## src/hw/rtl/ptd_pkg.sv

```systemverilog
// Shared types, constants and helpers for the priority task dispatcher.
`default_nettype none

package ptd_pkg;

    // Task count and derived widths
    localparam int NUM_TASKS = 16;
    localparam int IDX_W     = (NUM_TASKS > 1) ? $clog2(NUM_TASKS) : 1;
    localparam int TASK_W    = 4;
    localparam int OP_W      = 2;
    localparam int STATUS_W  = 2;

    typedef logic [NUM_TASKS-1:0] t_mask;
    typedef logic [IDX_W-1:0]     t_idx;

    // Operation codes; code 3 is unused
    typedef enum logic [OP_W-1:0] {
        OP_QUEUE   = 2'd0,
        OP_QUERY   = 2'd1,
        OP_ADVANCE = 2'd2
    } t_opcode;

    // Task status codes reported by a query
    typedef enum logic [STATUS_W-1:0] {
        ST_IDLE    = 2'd0,
        ST_QUEUED  = 2'd1,
        ST_PENDING = 2'd2,
        ST_RUNNING = 2'd3
    } t_status;

    // Commands from controller to datapath
    typedef struct packed {
        logic load;   // capture the incoming transaction
        logic exec;   // run a queue, query or unused operation
        logic merge;  // advance step one: retire running task, merge queue
        logic pick;   // advance step two: dispatch lowest pending task
    } t_dp_cmd;

    // Status from datapath to controller
    typedef struct packed {
        logic is_advance;
    } t_dp_status;

    // Index of the lowest set bit; zero when the mask is empty
    function automatic t_idx lowest_idx(input t_mask m);
        t_idx res;
        res = '0;
        for (int i = NUM_TASKS - 1; i >= 0; i--) begin
            if (m[i]) begin
                res = IDX_W'(i);
            end
        end
        return res;
    endfunction

endpackage

`default_nettype wire

```

## src/hw/rtl/ptd_ctrl.sv

```systemverilog
// Controller state machine of the priority task dispatcher.
`default_nettype none

module ptd_ctrl
    import ptd_pkg::*;
(
    input  wire logic       i_clk,
    input  wire logic       i_rst_n,
    input  wire logic       i_start,
    input  wire t_dp_status i_dp_status,
    output t_dp_cmd         o_dp_cmd,
    output logic            o_busy,
    output logic            o_result_valid
);

    typedef enum logic [1:0] {
        S_IDLE,
        S_DECODE,
        S_PICK
    } t_state;

    t_state r_state, n_state;
    logic   r_busy, n_busy;
    logic   r_strobe, n_strobe;

    // Decode next state and commands
    always_comb begin
        n_state  = r_state;
        n_busy   = r_busy;
        n_strobe = 1'b0;
        o_dp_cmd = '0;
        case (r_state)
            S_IDLE: begin
                if (i_start) begin
                    o_dp_cmd.load = 1'b1;
                    n_state       = S_DECODE;
                    n_busy        = 1'b1;
                end
            end
            S_DECODE: begin
                if (i_dp_status.is_advance) begin
                    o_dp_cmd.merge = 1'b1;
                    n_state        = S_PICK;
                end else begin
                    o_dp_cmd.exec = 1'b1;
                    n_strobe      = 1'b1;
                    n_state       = S_IDLE;
                    n_busy        = 1'b0;
                end
            end
            S_PICK: begin
                o_dp_cmd.pick = 1'b1;
                n_strobe      = 1'b1;
                n_state       = S_IDLE;
                n_busy        = 1'b0;
            end
            default: begin
                n_state = S_IDLE;
                n_busy  = 1'b0;
            end
        endcase
    end

    // Hold state and registered outputs
    always_ff @(posedge i_clk) begin
        if (!i_rst_n) begin
            r_state  <= S_IDLE;
            r_busy   <= 1'b0;
            r_strobe <= 1'b0;
        end else begin
            r_state  <= n_state;
            r_busy   <= n_busy;
            r_strobe <= n_strobe;
        end
    end

    assign o_busy         = r_busy;
    assign o_result_valid = r_strobe;

endmodule

`default_nettype wire

```

## src/hw/rtl/ptd_datapath.sv

```systemverilog
// Datapath of the priority task dispatcher: task masks, running task, results.
`default_nettype none

module ptd_datapath
    import ptd_pkg::*;
(
    input  wire logic              i_clk,
    input  wire logic              i_rst_n,
    input  wire t_dp_cmd           i_dp_cmd,
    input  wire logic [OP_W-1:0]   i_opcode,
    input  wire logic [TASK_W-1:0] i_task_index,
    output t_dp_status             o_dp_status,
    output logic [STATUS_W-1:0]    o_task_status,
    output logic                   o_dispatch_valid,
    output logic [TASK_W-1:0]      o_dispatched_task,
    output logic                   o_idle_run
);

    // Captured transaction
    logic [OP_W-1:0]   r_op;
    logic [TASK_W-1:0] r_task;

    // Scheduler state
    t_mask r_queued, r_pending;
    logic  r_run_valid;
    t_idx  r_run_idx;

    // Result registers
    logic [STATUS_W-1:0] r_status;
    logic                r_disp_valid;
    logic [TASK_W-1:0]   r_disp_task;
    logic                r_idle_run;

    logic      in_range;
    t_mask     task_bit;
    t_mask     below;
    logic      do_merge;
    t_idx      next_idx;
    t_status   query_status;

    // Decode the captured task
    assign in_range = 32'(r_task) < NUM_TASKS;
    assign task_bit = in_range ? (t_mask'(1) << r_task) : '0;

    // Bits below the lowest pending task; all bits when nothing is pending
    assign below    = (r_pending - t_mask'(1)) & ~r_pending;
    assign do_merge = |(r_queued & below);
    assign next_idx = lowest_idx(r_pending);

    // Status precedence: running, pending, queued, idle
    always_comb begin
        if (r_run_valid && in_range && (32'(r_run_idx) == 32'(r_task))) begin
            query_status = ST_RUNNING;
        end else if (|(r_pending & task_bit)) begin
            query_status = ST_PENDING;
        end else if (|(r_queued & task_bit)) begin
            query_status = ST_QUEUED;
        end else begin
            query_status = ST_IDLE;
        end
    end

    assign o_dp_status.is_advance = (t_opcode'(r_op) == OP_ADVANCE);

    // Capture transaction fields
    always_ff @(posedge i_clk) begin
        if (i_dp_cmd.load) begin
            r_op   <= i_opcode;
            r_task <= i_task_index;
        end
    end

    // Update scheduler state
    always_ff @(posedge i_clk) begin
        if (!i_rst_n) begin
            r_queued    <= '0;
            r_pending   <= '0;
            r_run_valid <= 1'b0;
            r_run_idx   <= '0;
        end else if (i_dp_cmd.exec) begin
            if (t_opcode'(r_op) == OP_QUEUE) begin
                r_queued <= r_queued | task_bit;
            end
        end else if (i_dp_cmd.merge) begin
            r_run_valid <= 1'b0;
            if (do_merge) begin
                r_pending <= r_pending | r_queued;
                r_queued  <= '0;
            end
        end else if (i_dp_cmd.pick) begin
            if (|r_pending) begin
                r_pending[next_idx] <= 1'b0;
                r_run_valid         <= 1'b1;
                r_run_idx           <= next_idx;
            end
        end
    end

    // Load result fields
    always_ff @(posedge i_clk) begin
        if (i_dp_cmd.exec) begin
            r_disp_valid <= 1'b0;
            r_disp_task  <= '0;
            r_idle_run   <= 1'b0;
            case (t_opcode'(r_op))
                OP_QUERY: r_status <= query_status;
                default:  r_status <= ST_IDLE;
            endcase
        end else if (i_dp_cmd.pick) begin
            r_status     <= ST_IDLE;
            r_disp_valid <= |r_pending;
            r_disp_task  <= (|r_pending) ? TASK_W'(next_idx) : '0;
            r_idle_run   <= ~(|r_pending);
        end
    end

    assign o_task_status     = r_status;
    assign o_dispatch_valid  = r_disp_valid;
    assign o_dispatched_task = r_disp_task;
    assign o_idle_run        = r_idle_run;

endmodule

`default_nettype wire

```

## src/hw/rtl/priority_task_dispatcher.sv

```systemverilog
// Top level of the priority task dispatcher.
`default_nettype none

// Fixed-priority task dispatcher, one bit per task, lowest index first.
// A transaction is taken when start is high and busy is low; the block then
// works on it alone. Queue, query and unused operations execute in the decode
// state and their result is registered there. Advance adds the pick state: the
// merge of the queue runs in the decode state and the priority pick in the pick
// state, where its result is registered. A new transaction can be started only
// once busy has fallen, so transactions do not overlap. Each result shows on
// the output ports for one cycle with o_result_valid high; the receiver
// cannot stall it and must take it then. Busy falls in the same cycle as the
// result strobe.
module priority_task_dispatcher
    import ptd_pkg::*;
(
    input  wire logic                i_clk,
    input  wire logic                i_rst_n,
    input  wire logic                start,
    output logic                     busy,
    input  wire logic [OP_W-1:0]     i_opcode,
    input  wire logic [TASK_W-1:0]   i_task_index,
    output logic                     o_result_valid,
    output logic [STATUS_W-1:0]      o_task_status,
    output logic                     o_dispatch_valid,
    output logic [TASK_W-1:0]        o_dispatched_task,
    output logic                     o_idle_run
);

    t_dp_cmd    dp_cmd;
    t_dp_status dp_status;

    // Sequence each transaction
    ptd_ctrl u_ctrl (
        .i_clk          (i_clk),
        .i_rst_n        (i_rst_n),
        .i_start        (start),
        .i_dp_status    (dp_status),
        .o_dp_cmd       (dp_cmd),
        .o_busy         (busy),
        .o_result_valid (o_result_valid)
    );

    // Hold masks and compute results
    ptd_datapath u_datapath (
        .i_clk             (i_clk),
        .i_rst_n           (i_rst_n),
        .i_dp_cmd          (dp_cmd),
        .i_opcode          (i_opcode),
        .i_task_index      (i_task_index),
        .o_dp_status       (dp_status),
        .o_task_status     (o_task_status),
        .o_dispatch_valid  (o_dispatch_valid),
        .o_dispatched_task (o_dispatched_task),
        .o_idle_run        (o_idle_run)
    );

endmodule

`default_nettype wire

```

## config.mk

```make
export PLATFORM = sky130hd
export DESIGN_NAME = priority_task_dispatcher
export DESIGN_NICKNAME = d
export VERILOG_FILES = /design/src/hw/rtl/ptd_pkg.sv /design/src/hw/rtl/ptd_ctrl.sv /design/src/hw/rtl/ptd_datapath.sv /design/src/hw/rtl/priority_task_dispatcher.sv
export SDC_FILE = /design/constraint.sdc
export NUM_CORES = 1
export LEC_CHECK = 0
export ABC_AREA = 0
export BUFFER_PORTS_ARGS = -buffer_cell sky130_fd_sc_hd__buf_2
export CORE_ASPECT_RATIO = 0.9
export CORE_MARGIN = 2
export CORE_UTILIZATION = 30
export DETAILED_ROUTE_END_ITERATION = 8
export PLACE_DENSITY_LB_ADDON = 0.05
export RECOVER_POWER = 25
export SETUP_SLACK_MARGIN = 0.4
export SKIP_LAST_GASP = 1
export SYNTH_ARGS = -nofsm -noshare
export SYNTH_HDL_FRONTEND = slang
export SYNTH_SLANG_ARGS = --single-unit
```

## constraint.sdc

```tcl
create_clock -name i_clk -period 2.22 [get_ports i_clk]
set_input_delay 0 -clock i_clk [delete_from_list [all_inputs] [get_ports i_clk]]
set_output_delay 0 -clock i_clk [all_outputs]
set_load 0.005 [all_outputs]
```

==> out/qor.csv <==
stage,metric,value,unit
status,status,"finished, final reports clean",
timing,fmax,511,MHz
yosys,yosysTopAreaCell,dfxtp_1,
critical_path,crit_path_end_kind,register,
die,fp.dieW,110,um
global_route,grt_max_degree,17,
critical_path,path_buf_inv,2,
yosys,synth_top_area_share,31.2,%
detailed_routing,drcViolationCount,0,
critical_path,worstPathRequired,2.45,ns
cts,htreeDepth,2,
critical_path,critPathArrivalTime,2.19,ns
detailed_routing,drtAntennaViolNets,0,
critical_path,cp-start-kind,register,
timing,rsz0062_at_grt,true,
yosys,ys_async_sr_fraction,0,%
global_route,grt_pass1_vias,2748,
critical_path,worstPathCellList,nor4_4 -> buf_4 -> o311ai_2 -> o211ai_1 -> or4_4 -> buf_6 -> a31oi_2 -> a311oi_1,
critical_path,crit_type,register to register,
die,core,9740,sq um
power,p_seq_share,53.4,%
yosys,synth_area,3020,sq um
timing,finalHoldViolCount,0,
cts,numCtsBuffers,5,
timing,fin_crit_sh,88.1,%
power,p_total,1940,uW
critical_path,crit_cells,8,
yosys,yosys.cell_types.count,59,
timing,fin_worst_skew,0.0102,ns
global_route,grt_overflow,0,
timing,slew_viol_final,0,
timing,post-route-min-period,1.96,ns
critical_path,max_stage_delay,0.40,ns
place,port_buffers,18,
yosys,syn_area_per_cell,8.57,sq um
power,combPwrFrac,11.4,%
timing,setup-tns-final,0,ns
yosys,ys_ff_latch,55,
yosys,ys_top_cells_by_area,"dfxtp_1, edfxtp_1, nor2_1",
finish,syn_to_final_growth,32.4,%
yosys,synth_nets,365,
place,dp.cells,507,
critical_path,reg2reg_depth,8,
job,drv_cap,0,
finish,antenna_cells,0,
die,ios,19,
cts,clk_pin_slew,0.11,ns
power,p_int,1440,uW
place,gp_congestion,0.862,
die,die_area,10900,sq um
finish,fin_area,3990,sq um
critical_path,cp_top_family,simple AND/OR/NAND/NOR gates,
finish,fill_cells,995,
timing,finalSetupViolCount,0,
timing,tightest_slew,0.567,ns
yosys,synth_edf_count,8,
die,rows,34,
power,leakagePower,0.00145,uW
yosys,ys_seq_area_share,39.2,%
cts,clk_latency,0.32,ns
detailed_routing,drtIter0Drc,144,
die,start_util,31.0,%
yosys,synthFlopType,dfxtp_1,
place,dp_hpwl,7220,um
detailed_routing,wirelength,10100,um
global_route,grt.total_usage,19.2,%
finish,layout.cells.non_filler,545,
finish,drive_gt1_share,37.0,%
cts,cts_tree,built,
place,place_area,3390,sq um
die,die_h,99.1,um
detailed_routing,first_pass_iters,6,
worst_hold_path,hold_path_depth,2,
cts,cts-root-buf,clkbuf_8,
power,switching_share,25.8,%
power,clkPwrFrac,35.2,%
detailed_routing,wl_per_cell,18.5,um
worst_hold_path,hp-class,input port to register,
timing,relSlewSlack,62.2,%
cts,clk_path_buf_depth,2,
critical_path,path_max_fanout,7,
yosys,ys.warnings.count,0,
detailed_routing,vias_per_cell,5.16,
cts,clock_sinks,55,
power,power.switching,501,uW
power,powerDensity,486,nW/um^2
power,peakVddDrop,239,uV
global_route,grt_pass1_wl,15600,um
detailed_routing,vias,2811,
global_route,antenna_found_initial,0,
yosys,postSynthCellCount,352,
finish,finalNetCount,431,
critical_path,worst_path_max_delay_cell,nor4_4,
registers in the layout (all words and copies together), names as in the netlist:
signal,flops
u_datapath.r_queued,16
u_datapath.o_task_status,2
u_datapath.o_idle_run,1
u_ctrl.r_state,2
u_datapath.o_dispatch_valid,1
u_ctrl.o_busy,1
u_datapath.r_run_valid,1
u_datapath.r_run_idx,4
u_datapath.r_pending,16
u_datapath.r_task,4
u_ctrl.o_result_valid,1
u_datapath.o_dispatched_task,4
u_datapath.r_op,2
cells by family after synthesis:
logic type,after synthesis,share of synthesized area (%)
flip-flops,55,39.2
multiplexers,9,4.27
XOR/XNOR,4,1.16
AND/OR/NAND/NOR,125,21.0
AO/OA/AOI/OAI,107,25.4
buffers and inverters,48,7.38
adder cells (fa/ha/maj),4,1.66
power by group through the flow:
stage / Sequential (uW) / Clock [uW] / Combinational (uW)
2_1_floorplan: 1060 / 0 / 111
3_3_place_gp: 1070 / 0 / 168
3_5_place_dp: 1070 / 0 / 166
4_1_cts: 1040 / 707 / 196
5_1_grt: 1040 / 742 / 242
6_report: 1040 / 683 / 221
area by class of cell:
cell class | count | area [sq um] | area share, %
multi-input combinational | 251 | 1830 | 45.9
sequential | 55 | 1220 | 30.6
timing repair buffer | 77 | 571 | 14.3
tap | 126 | 158 | 3.95
inverter | 28 | 105 | 2.63
clock buffer | 5 | 68.8 | 1.72
clock inverter | 3 | 38.8 | 0.971
what timing repair did:
| action | CTS | global route |
|---|---|---|
| cloned | 1 | 1 |
| hold buffers | 7 | 0 |
| hold endpoints to repair | 8 | 0 |
| setup endpoints to repair | 42 | 42 |
| setup buffers | 12 | 9 |
| gates resized for setup | 36 | 45 |
| pin swaps | 7 | 9 |
cell usage after synthesis, types with 2 or more instances:
cell       count
nand3_1       13
a21oi_2       10
inv_1         28
a32oi_1        2
buf_4          2
mux2i_1        5
nor3_1         9
a21oi_1       21
nand2b_1       6
nor4_1         3
o211a_1        2
a22oi_1        4
nand2_1       22
nor2b_1        9
ha_1           4
a311oi_1       3
dfxtp_1       47
a22o_1         4
nor3b_1        2
a31oi_1        3
and3_1         3
a21o_1         3
a32o_1        10
nor2_1        44
clkbuf_1       9
o21ai_1       19
xor2_1         3
buf_2          3
a221oi_1       2
mux4_2         3
and2_1         4
edfxtp_1       8
o21ai_0        7
o211ai_1       4
nor4_2         2
nand4_1        2
o2bb2ai_1      2
buf_6          4
routing by layer:
metal / routed length, um / GRT usage (%) / share of wire (%) / up-vias
li1: - / - / - / 1401
met1: 5040 / 29.2 / 50 / 1347
met2: 4470 / 28.2 / 44 / 59
met3: 535 / 3.34 / 5.3 / 4
met4: 55 / 4.48 / 0.54 / 0
met5: 0 / 0 / 0 / -
stage by stage:
| step | setup slack (ns) | util (%) | hold slack, ns |
|---|---|---|---|
| 3_3_place_gp | 0.0948 | 34.8 | 0.177 |
| 6_report | 0.264 | 41.0 | 0.0352 |
| 4_1_cts | 0.288 | 38.6 | 0.0105 |
| 3_5_place_dp | 0.116 | 34.8 | 0.178 |
| 5_1_grt | 0.190 | 41.0 | 0.0417 |
| 2_1_floorplan | 0.350 | - | 0.0989 |
final timing paths:
| kind | startpoint | to | slack [ns] |
|---|---|---|---|
| setup reg to reg | u_datapath.r_pending[0]$_SDFFE_PN0P_ | u_datapath.r_pending[2]$_SDFFE_PN0P_ | 0.26 |
| setup / recovery | u_datapath.r_pending[0]$_SDFFE_PN0P_ | u_datapath.r_pending[2]$_SDFFE_PN0P_ | 0.26 |
| hold / removal | i_rst_n | u_ctrl.r_state[0]$_SDFFE_PN0N_ | 0.04 |
| hold reg to reg | u_datapath.o_dispatch_valid$_SDFFE_PP0P_ | u_datapath.o_dispatch_valid$_SDFFE_PP0P_ | 0.46 |
layout by cell type, fill, tap and decap left out, types with 8 or more instances in the layout:
cell / instances
buf_4: 45
nor2_1: 38
dfxtp_1: 29
inv_1: 28
nand2_1: 20
a21oi_2: 18
o21ai_1: 13
a21oi_1: 13
buf_2: 13
nand3_1: 12
dfxtp_2: 11
a32o_1: 10
nor3_1: 8
edfxtp_1: 8
worst register-to-register path: stages (launching register included):
cell      delay [ns]
dfxtp_4         0.38
nor4_4          0.40
buf_4           0.22
o311ai_2        0.10
o211ai_1        0.10
or4_4           0.23
buf_6           0.12
a31oi_2         0.08
a311oi_1        0.24
No activity file was read; power rests on OpenSTA's default activity.
